### config.mk
export PLATFORM = sky130hd
export DESIGN_NAME = depth_low_duration_classifier_core_flat
export DESIGN_NICKNAME = d
export VERILOG_FILES = /design/src/design/dldc_pkg.sv /design/src/design/dldc_intf.sv /design/src/design/dldc_queue.sv /design/src/design/dldc_front.sv /design/src/design/dldc_back.sv /design/src/design/depth_low_duration_classifier_core.sv /design/src/flat_wrapper.sv
export SDC_FILE = /design/constraint.sdc
export NUM_CORES = 2
export LEC_CHECK = 0
export BUFFER_PORTS_ARGS = -buffer_cell sky130_fd_sc_hd__buf_2
export CAP_MARGIN = 40
export CORE_UTILIZATION = 30
export DETAILED_ROUTE_END_ITERATION = 16
export PLACE_DENSITY = 0.55
export SETUP_SLACK_MARGIN = 0.15
export SKIP_CTS_REPAIR_TIMING = 1
export SYNTH_ARGS = -nofsm -noshare
export SYNTH_HDL_FRONTEND = slang
export SYNTH_SLANG_ARGS = --single-unit
### constraint.sdc
create_clock -name clk -period 10.3 [get_ports clk]
set_clock_uncertainty 0.05 [all_clocks]
set_input_delay 1.03 -clock clk [delete_from_list [all_inputs] [get_ports clk]]
set_output_delay 1.03 -clock clk [all_outputs]
set_load 0.1 [all_outputs]
### src/design/dldc_pkg.sv
// ----------------------------------------------------------------------------
// dldc_pkg
// Types, constants and helpers shared by the depth low-duration classifier.
// ----------------------------------------------------------------------------
package dldc_pkg;

	localparam int DIM_BITS      = 12;
	localparam int SUM_BITS      = 40;
	localparam int DEPTH_BITS    = 16;
	localparam int TIME_BITS     = 32;
	localparam int CFG_DATA_BITS = 32;
	localparam int CFG_IDX_BITS  = 3;
	localparam int PREV_BITS     = 3;

	// Window count and the threshold limit derived from it.
	localparam int COUNT_BITS = 2 * DIM_BITS;
	localparam int LIMIT_BITS = COUNT_BITS + DEPTH_BITS;
	localparam int CMP_BITS   = (SUM_BITS > LIMIT_BITS) ? SUM_BITS : LIMIT_BITS;

	// Division by three as a multiply by a rounded-up reciprocal. The error
	// stays below one sixth over the whole dimension range, so the floor is exact.
	localparam int THIRD_SHIFT = DIM_BITS + 2;
	localparam int THIRD_RECIP = (2 ** THIRD_SHIFT + 2) / 3;
	localparam int PROD_BITS   = DIM_BITS + THIRD_SHIFT;

	// Frame record queue between the pixel front end and the decision back end.
	localparam int QDEPTH    = 4;
	localparam int QPTR_BITS = $clog2(QDEPTH);
	localparam int QLVL_BITS = $clog2(QDEPTH + 1);

	typedef logic [DIM_BITS-1:0]      dim_t;
	typedef logic [SUM_BITS-1:0]      sum_t;
	typedef logic [DEPTH_BITS-1:0]    depth_t;
	typedef logic [TIME_BITS-1:0]     time_t;
	typedef logic [COUNT_BITS-1:0]    count_t;
	typedef logic [LIMIT_BITS-1:0]    limit_t;
	typedef logic [QLVL_BITS-1:0]     qlvl_t;
	typedef logic [QPTR_BITS-1:0]     qptr_t;
	typedef logic [PREV_BITS-1:0]     prev_t;
	typedef logic [CFG_DATA_BITS-1:0] cfg_data_t;

	typedef enum logic [CFG_IDX_BITS-1:0] {
		CFG_FRAME_WIDTH  = 3'd0,
		CFG_FRAME_HEIGHT = 3'd1,
		CFG_DEPTH_THRESH = 3'd2,
		CFG_SLOW_AFTER   = 3'd3,
		CFG_STOP_AFTER   = 3'd4,
		CFG_STUCK_AFTER  = 3'd5
	} cfg_idx_t;

	typedef enum logic [1:0] {
		ACT_GO    = 2'd0,
		ACT_SLOW  = 2'd1,
		ACT_STOP  = 2'd2,
		ACT_STUCK = 2'd3
	} action_t;

	// Previous action before the first frame: matches no real level.
	localparam prev_t PREV_NONE = 3'd4;

	typedef struct packed {
		dim_t   frame_width;
		dim_t   frame_height;
		depth_t depth_threshold_mm;
		time_t  slow_after_ms;
		time_t  stop_after_ms;
		time_t  stuck_after_ms;
	} cfg_t;

	typedef struct packed {
		sum_t  window_sum;
		time_t now_ms;
	} record_t;

	function automatic dim_t eff_size(dim_t v);
		return (v == '0) ? dim_t'(1) : v;
	endfunction

	function automatic dim_t third_of(dim_t v);
		logic [PROD_BITS-1:0] p;
		p = PROD_BITS'(v) * PROD_BITS'(THIRD_RECIP);
		return p[THIRD_SHIFT +: DIM_BITS];
	endfunction

endpackage

### src/design/dldc_intf.sv
// ----------------------------------------------------------------------------
// dldc_intf
// Valid/ready channels for depth pixels in and frame decisions out.
// ----------------------------------------------------------------------------
interface dldc_in_if;
	import dldc_pkg::*;
	logic   valid;
	logic   ready;
	depth_t depth_mm;
	logic   pixel_invalid;
	time_t  now_ms;

	modport source (output valid, depth_mm, pixel_invalid, now_ms, input ready);
	modport sink (input valid, depth_mm, pixel_invalid, now_ms, output ready);
endinterface

interface dldc_out_if;
	import dldc_pkg::*;
	logic       valid;
	logic       ready;
	time_t      time_below_ms;
	logic [1:0] action_level;
	logic       action_changed;

	modport source (output valid, time_below_ms, action_level, action_changed, input ready);
	modport sink (input valid, time_below_ms, action_level, action_changed, output ready);
endinterface

### src/design/dldc_queue.sv
// ----------------------------------------------------------------------------
// dldc_queue
// Short queue of finished-frame records between front end and back end.
// ----------------------------------------------------------------------------
module dldc_queue (
	input  logic              clk,
	input  logic              arst_n,
	input  logic              push,
	input  dldc_pkg::record_t push_rec,
	input  logic              pop,
	output dldc_pkg::record_t head,
	output logic              not_empty,
	output dldc_pkg::qlvl_t   level
);
	import dldc_pkg::*;

	record_t mem [QDEPTH];
	qptr_t   wr_ptr_q;
	qptr_t   rd_ptr_q;
	qlvl_t   level_q;

	always_ff @(posedge clk) begin
		if (push) begin
			mem[wr_ptr_q] <= push_rec;
		end
	end

	always_ff @(posedge clk or negedge arst_n) begin
		if (!arst_n) begin
			wr_ptr_q <= '0;
			rd_ptr_q <= '0;
			level_q  <= '0;
		end else begin
			if (push) begin
				wr_ptr_q <= wr_ptr_q + qptr_t'(1);
			end
			if (pop) begin
				rd_ptr_q <= rd_ptr_q + qptr_t'(1);
			end
			if (push && !pop) begin
				level_q <= level_q + qlvl_t'(1);
			end else if (pop && !push) begin
				level_q <= level_q - qlvl_t'(1);
			end
		end
	end

	assign head      = mem[rd_ptr_q];
	assign not_empty = (level_q != '0);
	assign level     = level_q;

	a_no_overflow: assert property (@(posedge clk) disable iff (!arst_n)
		push |-> (level_q != qlvl_t'(QDEPTH)))
		else $error("frame queue written while full");

	a_no_underflow: assert property (@(posedge clk) disable iff (!arst_n)
		pop |-> (level_q != '0))
		else $error("frame queue read while empty");

endmodule

### src/design/dldc_front.sv
// ----------------------------------------------------------------------------
// dldc_front
// Tracks raster position, sums the centre window and queues frame records.
// ----------------------------------------------------------------------------
module dldc_front (
	input  logic              clk,
	input  logic              arst_n,
	input  dldc_pkg::cfg_t    cfg,
	dldc_in_if.sink           in_ch,
	input  dldc_pkg::qlvl_t   q_level,
	output logic              push,
	output dldc_pkg::record_t push_rec
);
	import dldc_pkg::*;

	dim_t                w_eff;
	dim_t                h_eff;
	dim_t                w_third;
	dim_t                h_third;
	logic [DIM_BITS:0]   col_inc;
	logic [DIM_BITS:0]   row_inc;
	logic                row_end;
	logic                frame_end;
	logic                col_in;
	logic                row_in;
	logic                accept;
	logic                pend;
	logic [QLVL_BITS:0]  need;
	logic [SUM_BITS:0]   sum_raw;
	sum_t                sum_sat;

	dim_t   col_q;
	dim_t   row_q;
	sum_t   sum_q;
	logic   valid_s1;
	logic   frame_end_s1;
	depth_t depth_s1;
	time_t  now_s1;

	assign w_eff   = eff_size(cfg.frame_width);
	assign h_eff   = eff_size(cfg.frame_height);
	assign w_third = third_of(w_eff);
	assign h_third = third_of(h_eff);

	assign col_inc   = {1'b0, col_q} + (DIM_BITS+1)'(1);
	assign row_inc   = {1'b0, row_q} + (DIM_BITS+1)'(1);
	assign row_end   = (col_inc >= {1'b0, w_eff});
	assign frame_end = row_end && (row_inc >= {1'b0, h_eff});

	assign col_in = (col_q >= w_third) &&
		({1'b0, col_q} < ({1'b0, w_third} + {1'b0, w_third}));
	assign row_in = (row_q >= h_third) &&
		({1'b0, row_q} < ({1'b0, h_third} + {1'b0, h_third}));

	// A frame end still in stage one is pushed this cycle but is not yet counted in q_level.
	assign pend        = valid_s1 && frame_end_s1;
	assign need        = {1'b0, q_level} + (QLVL_BITS+1)'(pend);
	assign in_ch.ready = (need < (QLVL_BITS+1)'(QDEPTH));
	assign accept      = in_ch.valid && in_ch.ready;

	always_ff @(posedge clk or negedge arst_n) begin
		if (!arst_n) begin
			col_q        <= '0;
			row_q        <= '0;
			valid_s1     <= 1'b0;
			frame_end_s1 <= 1'b0;
		end else begin
			valid_s1 <= accept;
			if (accept) begin
				frame_end_s1 <= frame_end;
				if (!row_end) begin
					col_q <= col_inc[DIM_BITS-1:0];
				end else begin
					col_q <= '0;
					row_q <= frame_end ? '0 : row_inc[DIM_BITS-1:0];
				end
			end
		end
	end

	always_ff @(posedge clk) begin
		if (accept) begin
			depth_s1 <= (in_ch.pixel_invalid || !col_in || !row_in) ? '0 : in_ch.depth_mm;
			now_s1   <= in_ch.now_ms;
		end
	end

	assign sum_raw = {1'b0, sum_q} + (SUM_BITS+1)'(depth_s1);
	assign sum_sat = sum_raw[SUM_BITS] ? '1 : sum_raw[SUM_BITS-1:0];

	always_ff @(posedge clk or negedge arst_n) begin
		if (!arst_n) begin
			sum_q <= '0;
		end else if (valid_s1) begin
			sum_q <= frame_end_s1 ? '0 : sum_sat;
		end
	end

	assign push                = pend;
	assign push_rec.window_sum = sum_sat;
	assign push_rec.now_ms     = now_s1;

	a_sum_cleared: assert property (@(posedge clk) disable iff (!arst_n)
		(valid_s1 && frame_end_s1) |=> (sum_q == '0))
		else $error("window sum not cleared after frame end");

endmodule

### src/design/dldc_back.sv
// ----------------------------------------------------------------------------
// dldc_back
// Per-frame decision: threshold limit, time below, action level and change.
// ----------------------------------------------------------------------------
module dldc_back (
	input  logic              clk,
	input  logic              arst_n,
	input  dldc_pkg::cfg_t    cfg,
	input  dldc_pkg::record_t head,
	input  logic              not_empty,
	output logic              pop,
	dldc_out_if.source        out_ch
);
	import dldc_pkg::*;

	logic    adv;
	logic    clear;
	time_t   diff;
	time_t   below;
	action_t action;
	logic    changed;

	logic    valid_b1;
	record_t rec_b1;
	dim_t    wt_b1;
	dim_t    ht_b1;
	logic    valid_b2;
	record_t rec_b2;
	count_t  count_b2;
	logic    valid_b3;
	record_t rec_b3;
	limit_t  limit_b3;

	time_t   last_above_q;
	prev_t   prev_q;
	logic    out_valid_q;
	time_t   below_q;
	action_t action_q;
	logic    changed_q;

	// The whole decision pipeline moves together whenever the output slot frees.
	assign adv = !out_valid_q || out_ch.ready;
	assign pop = adv && not_empty;

	always_ff @(posedge clk or negedge arst_n) begin
		if (!arst_n) begin
			valid_b1    <= 1'b0;
			valid_b2    <= 1'b0;
			valid_b3    <= 1'b0;
			out_valid_q <= 1'b0;
		end else if (adv) begin
			valid_b1    <= pop;
			valid_b2    <= valid_b1;
			valid_b3    <= valid_b2;
			out_valid_q <= valid_b3;
		end
	end

	always_ff @(posedge clk) begin
		if (adv) begin
			rec_b1   <= head;
			wt_b1    <= third_of(eff_size(cfg.frame_width));
			ht_b1    <= third_of(eff_size(cfg.frame_height));
			rec_b2   <= rec_b1;
			count_b2 <= COUNT_BITS'(wt_b1) * COUNT_BITS'(ht_b1);
			rec_b3   <= rec_b2;
			limit_b3 <= LIMIT_BITS'(cfg.depth_threshold_mm) * LIMIT_BITS'(count_b2);
		end
	end

	assign clear = (CMP_BITS'(rec_b3.window_sum) > CMP_BITS'(limit_b3));
	assign diff  = rec_b3.now_ms - last_above_q;
	assign below = clear ? '0 : diff;

	always_comb begin
		priority if (below > cfg.stuck_after_ms) begin
			action = ACT_STUCK;
		end else if (below > cfg.stop_after_ms) begin
			action = ACT_STOP;
		end else if (below > cfg.slow_after_ms) begin
			action = ACT_SLOW;
		end else begin
			action = ACT_GO;
		end
	end

	assign changed = ({1'b0, action} != prev_q);

	always_ff @(posedge clk or negedge arst_n) begin
		if (!arst_n) begin
			last_above_q <= '0;
			prev_q       <= PREV_NONE;
		end else if (adv && valid_b3) begin
			if (clear) begin
				last_above_q <= rec_b3.now_ms;
			end
			prev_q <= {1'b0, action};
		end
	end

	always_ff @(posedge clk) begin
		if (adv && valid_b3) begin
			below_q   <= below;
			action_q  <= action;
			changed_q <= changed;
		end
	end

	assign out_ch.valid          = out_valid_q;
	assign out_ch.time_below_ms  = below_q;
	assign out_ch.action_level   = action_q;
	assign out_ch.action_changed = changed_q;

	a_result_lands: assert property (@(posedge clk) disable iff (!arst_n)
		(adv && valid_b3) |=> (out_valid_q && (prev_q == {1'b0, action_q})))
		else $error("decision lost between last stage and output register");

endmodule

### src/design/depth_low_duration_classifier_core.sv
// ----------------------------------------------------------------------------
// depth_low_duration_classifier_core
// Centre-window depth classifier: one frame decision per frame of pixels.
// ----------------------------------------------------------------------------
//  Channel  Dir  Beat contents
//  in_ch    in   depth_mm, pixel_invalid, now_ms (one pixel, raster order)
//  out_ch   out  time_below_ms, action_level, action_changed (one per frame)
//  cfg      in   cfg_we, cfg_index, cfg_wdata (write only)
//
// One pixel beat is taken every cycle while the queue has room; the window sum
// adds in the cycle after. A queued record passes through a four-stage
// pipeline (thirds, count multiply, limit multiply, decision) that stalls
// while the output is not taken. Four frame records can wait in the queue; the
// pixel side stalls when it is full, counting a frame end in stage one. Reset
// restores default sizes and thresholds; clears sums, positions, last-above time.
// ----------------------------------------------------------------------------
module depth_low_duration_classifier_core (
	input  logic                              clk,
	input  logic                              arst_n,
	dldc_in_if.sink                           in_ch,
	dldc_out_if.source                        out_ch,
	input  logic                              cfg_we,
	input  logic [dldc_pkg::CFG_IDX_BITS-1:0] cfg_index,
	input  dldc_pkg::cfg_data_t               cfg_wdata
);
	import dldc_pkg::*;

	cfg_t    cfg_q;
	logic    push;
	record_t push_rec;
	logic    pop;
	record_t head;
	logic    not_empty;
	qlvl_t   q_level;

	always_ff @(posedge clk or negedge arst_n) begin
		if (!arst_n) begin
			cfg_q.frame_width        <= dim_t'(640);
			cfg_q.frame_height       <= dim_t'(480);
			cfg_q.depth_threshold_mm <= depth_t'(200);
			cfg_q.slow_after_ms      <= time_t'(500);
			cfg_q.stop_after_ms      <= time_t'(2000);
			cfg_q.stuck_after_ms     <= time_t'(10000);
		end else if (cfg_we) begin
			unique case (cfg_idx_t'(cfg_index))
				CFG_FRAME_WIDTH:  cfg_q.frame_width        <= cfg_wdata[DIM_BITS-1:0];
				CFG_FRAME_HEIGHT: cfg_q.frame_height       <= cfg_wdata[DIM_BITS-1:0];
				CFG_DEPTH_THRESH: cfg_q.depth_threshold_mm <= cfg_wdata[DEPTH_BITS-1:0];
				CFG_SLOW_AFTER:   cfg_q.slow_after_ms      <= cfg_wdata[TIME_BITS-1:0];
				CFG_STOP_AFTER:   cfg_q.stop_after_ms      <= cfg_wdata[TIME_BITS-1:0];
				CFG_STUCK_AFTER:  cfg_q.stuck_after_ms     <= cfg_wdata[TIME_BITS-1:0];
				default: begin
				end
			endcase
		end
	end

	dldc_front u_front (
		.clk      (clk),
		.arst_n   (arst_n),
		.cfg      (cfg_q),
		.in_ch    (in_ch),
		.q_level  (q_level),
		.push     (push),
		.push_rec (push_rec)
	);

	dldc_queue u_queue (
		.clk       (clk),
		.arst_n    (arst_n),
		.push      (push),
		.push_rec  (push_rec),
		.pop       (pop),
		.head      (head),
		.not_empty (not_empty),
		.level     (q_level)
	);

	dldc_back u_back (
		.clk       (clk),
		.arst_n    (arst_n),
		.cfg       (cfg_q),
		.head      (head),
		.not_empty (not_empty),
		.pop       (pop),
		.out_ch    (out_ch)
	);

endmodule
### src/flat_wrapper.sv
// flat-port wrapper written by rule: the top's interface ports become plain ports
module depth_low_duration_classifier_core_flat import dldc_pkg::*;
  (clk, arst_n, cfg_we, cfg_index, cfg_wdata, in_ch_valid, in_ch_depth_mm, in_ch_pixel_invalid, in_ch_now_ms, in_ch_ready, out_ch_valid, out_ch_time_below_ms, out_ch_action_level, out_ch_action_changed, out_ch_ready);
  dldc_in_if in_ch_i ();
  dldc_out_if out_ch_i ();
  input  logic clk;
  input  logic arst_n;
  input  logic cfg_we;
  input  logic [dldc_pkg::CFG_IDX_BITS-1:0] cfg_index;
  input  dldc_pkg::cfg_data_t cfg_wdata;
  input wire logic [$bits(in_ch_i.valid)-1:0] in_ch_valid;
  input wire logic [$bits(in_ch_i.depth_mm)-1:0] in_ch_depth_mm;
  input wire logic [$bits(in_ch_i.pixel_invalid)-1:0] in_ch_pixel_invalid;
  input wire logic [$bits(in_ch_i.now_ms)-1:0] in_ch_now_ms;
  output wire logic [$bits(in_ch_i.ready)-1:0] in_ch_ready;
  output wire logic [$bits(out_ch_i.valid)-1:0] out_ch_valid;
  output wire logic [$bits(out_ch_i.time_below_ms)-1:0] out_ch_time_below_ms;
  output wire logic [$bits(out_ch_i.action_level)-1:0] out_ch_action_level;
  output wire logic [$bits(out_ch_i.action_changed)-1:0] out_ch_action_changed;
  input wire logic [$bits(out_ch_i.ready)-1:0] out_ch_ready;
  assign in_ch_i.valid = in_ch_valid;
  assign in_ch_i.depth_mm = in_ch_depth_mm;
  assign in_ch_i.pixel_invalid = in_ch_pixel_invalid;
  assign in_ch_i.now_ms = in_ch_now_ms;
  assign in_ch_ready = in_ch_i.ready;
  assign out_ch_valid = out_ch_i.valid;
  assign out_ch_time_below_ms = out_ch_i.time_below_ms;
  assign out_ch_action_level = out_ch_i.action_level;
  assign out_ch_action_changed = out_ch_i.action_changed;
  assign out_ch_i.ready = out_ch_ready;
  depth_low_duration_classifier_core u_core (.clk(clk), .arst_n(arst_n), .in_ch(in_ch_i), .out_ch(out_ch_i), .cfg_we(cfg_we), .cfg_index(cfg_index), .cfg_wdata(cfg_wdata));
endmodule
==> impl_metrics.ini <==
[synth]
synth-edff-count = 671
synth_flop_cell = edfxtp_1
synth_seq_cells = 919
syn-num-nets = 6223
ys_warn_count = 0
synth_area_um2 = 60600
synthCells = 5102
synth_area_per_cell_um2 = 11.9
synthArstFlopShare_pct = 27.0
synthDistinctLibCells = 81
synth_seq_area_share_pct = 43.6

[timing]
worst_pin_slew_ns = 1.03
drv_slew = 0
fin_crit_ns = 9.18
setup_ws_ns = 1.12
hold_viol_final = 0
max_freq_ghz = 0.109
max-slew-margin-rel_pct = 31.7
fin_crit_sh_pct = 89.1
rsz0062_at_grt = no
setup_viol = 0
setup_tns_ns = 0

[clocking]
cts_buffers = 98
clk_path_buf_depth = 3
clk_latency_ns = 0.74
root_buffer = clkbuf_16
cts_tree = yes
path_clk_slew_ns = 0.07
clkSinkCount = 919
htreeDepth = 3

[grt]
grt_pass1_vias = 38400
grt.overflow.total = 0
grt_start_max_net_pins = 168
grt_pass1_wl_um = 224000
antenna_found_initial = 13
grt_usage_pct = 13.9

[route]
route.detailed.drc = 0
dr_wl_met3_um = 4560
drt_pre_antenna_iters = 8
highest-signal-layer = met4
drtAntennaViolNets = 0
dr.first_iter.drc_count = 1921
wl_met1_um = 66700
routed-via-count = 36900
routed_via_density = 4.63
wl_met2_um = 64300
wl_per_cell_um = 17.5
wl_um = 139000

[final_layout]
multi_input_area_um2 = 30600
area_delta_synth_final_pct = 11.9
nets = 6341
utilization_pct = 33.9
nFillCells = 19900
final_cell_count_no_fill = 7962
final_common_cell = inv_1
seq_area_um2 = 26400
final_cell_mix = 819 x inv_1, 671 x edfxtp_1, 591 x ha_1
drive_gt1_share_pct = 11.1

[floorplan]
core_area_um2 = 200000
start_util_pct = 30.3
die_y_um = 451
fp.dieArea_um2 = 204000
dieWidth_um = 451
fp-row-count = 164
io_pins = 126

[placement]
place_ws_ns = 1.07
gp_congestion = 0.834
dp.cells = 7776
hpwl_um = 105000
port_buffers = 125

[setup_path]
critPathRequiredTime_ns = 10.71
path_max_fanout = 16
path_delay_family = adder cells
arrival_ns = 9.59
cp-end-kind = flip-flop
slowest_delay_ns = 0.77
critPathLaunchType = flip-flop
cpMaxStageDelayCell = or4b_2
worst-path-buf-inv = 6
crit_type = flip-flop to flip-flop

[run]
cap_violations = 0

[min_path]
min_path_type = input port to asynchronous set/reset pin

[outcome]
status = finished, final reports clean
==> registers in the layout, summed over array words and instances, names as in the netlist, 11 cells and up <==
signal and count:
u_core.u_back.last_above_q 32, u_core.u_front.row_q 12, u_core.u_back.ht_b1 11, u_core.u_back.rec_b1 72
u_core.u_back.rec_b3 72, u_core.u_queue.mem 288, u_core.u_back.limit_b3 40, u_core.u_front.col_q 12
u_core.u_front.depth_s1 16, u_core.u_back.out_ch.time_below_ms 32, u_core.u_back.rec_b2 72, u_core.u_back.count_b2 22
u_core.u_front.now_s1 32, u_core.u_front.sum_q 40, u_core.cfg_q 136, u_core.u_back.wt_b1 11
==> routing by layer <==
layer	track usage, %	vias to the layer above
met5	0	-
met4	4.02	0
met3	1.43	156
met2	22.5	596
met1	19.6	18600
li1	-	17600
==> metrics by stage <==
stage                     hold WS, ns  area (um^2)
after floorplan                 0.350        60600
after global placement          0.351        64300
after detailed placement        0.355        64500
after CTS                       0.293        67800
after global routing            0.330        67800
final                           0.269        67800
==> synthesized netlist by cell type, drive strengths merged (6+ instances only) <==
master / instances / area share, %
nor4: 12 / 0.12
nor3b: 8 / 0.099
mux2: 126 / 2.3
dfrtp: 221 / 9.1
edfxtp: 671 / 33
and4: 6 / 0.087
inv: 819 / 5.1
dfstp: 27 / 1.2
nor2: 145 / 0.90
o2111ai: 6 / 0.087
a21boi: 7 / 0.087
or3: 11 / 0.11
and3: 35 / 0.36
nand2b: 31 / 0.32
nand3: 50 / 0.41
a31oi: 23 / 0.24
o21a: 33 / 0.41
clkbuf: 135 / 0.84
nor3: 43 / 0.36
mux4: 72 / 2.7
a211o: 10 / 0.14
xnor2: 98 / 1.4
a31o: 6 / 0.087
fa: 441 / 15
a21o: 130 / 1.6
nor2b: 28 / 0.29
a21oi: 154 / 1.3
o31ai: 7 / 0.087
buf: 20 / 0.14
o221ai: 12 / 0.19
nand4: 45 / 0.46
o211ai: 15 / 0.19
o21bai: 11 / 0.14
mux2i: 7 / 0.12
xor2: 44 / 0.64
a211oi: 27 / 0.35
or2: 10 / 0.10
nand2: 519 / 3.2
and2: 195 / 2.0
ha: 591 / 12
o2bb2ai: 6 / 0.087
o21ai: 162 / 1.3
a22o: 7 / 0.10
==> area by class of cell <==
class	count	area share, %
repair buffers	173	1.64
flip-flops and latches	919	38.9
clock buffers	133	4.00
inverters	821	4.54
clock inverters	51	0.906
diodes	2	0.00738
well taps	2656	4.90
multi-input cells	3207	45.1
==> cell families (layout without fill, tap and decap cells) <==
group	after synthesis	after routing	synth area share (%)
fa+ha+maj	1035	1035	26.8
compound gates	665	665	7.19
other cells	0	2	0
buf+inv	976	1178	6.07
xor+xnor	142	142	2.05
mux	205	205	5.13
simple gates	1160	1160	9.17
flops	919	919	43.6
==> path summary, 6_finish.rpt <==
path                                               start  depth (start not counted)                     endpoint  slack (ns)
max in group asynchronous                         arst_n                          2   u_core.u_queue.rd_ptr_q[0]        8.47
worst max-delay path                   u_core.cfg_q[129]                         37  u_core.u_front.depth_s1[12]        1.12
worst min-delay path                              arst_n                          1     u_core.u_front.sum_q[35]        0.27
worst max register to register         u_core.cfg_q[129]                         37  u_core.u_front.depth_s1[12]        1.12
worst min register to register  u_core.u_back.rec_b2[38]                          0     u_core.u_back.rec_b3[38]        0.34
min in group clk                u_core.u_back.rec_b2[38]                          0     u_core.u_back.rec_b3[38]        0.34
Power is left out: the tool's default activity adds up to more than one toggle a clock period on the data nets, which glitch-free logic cannot reach.
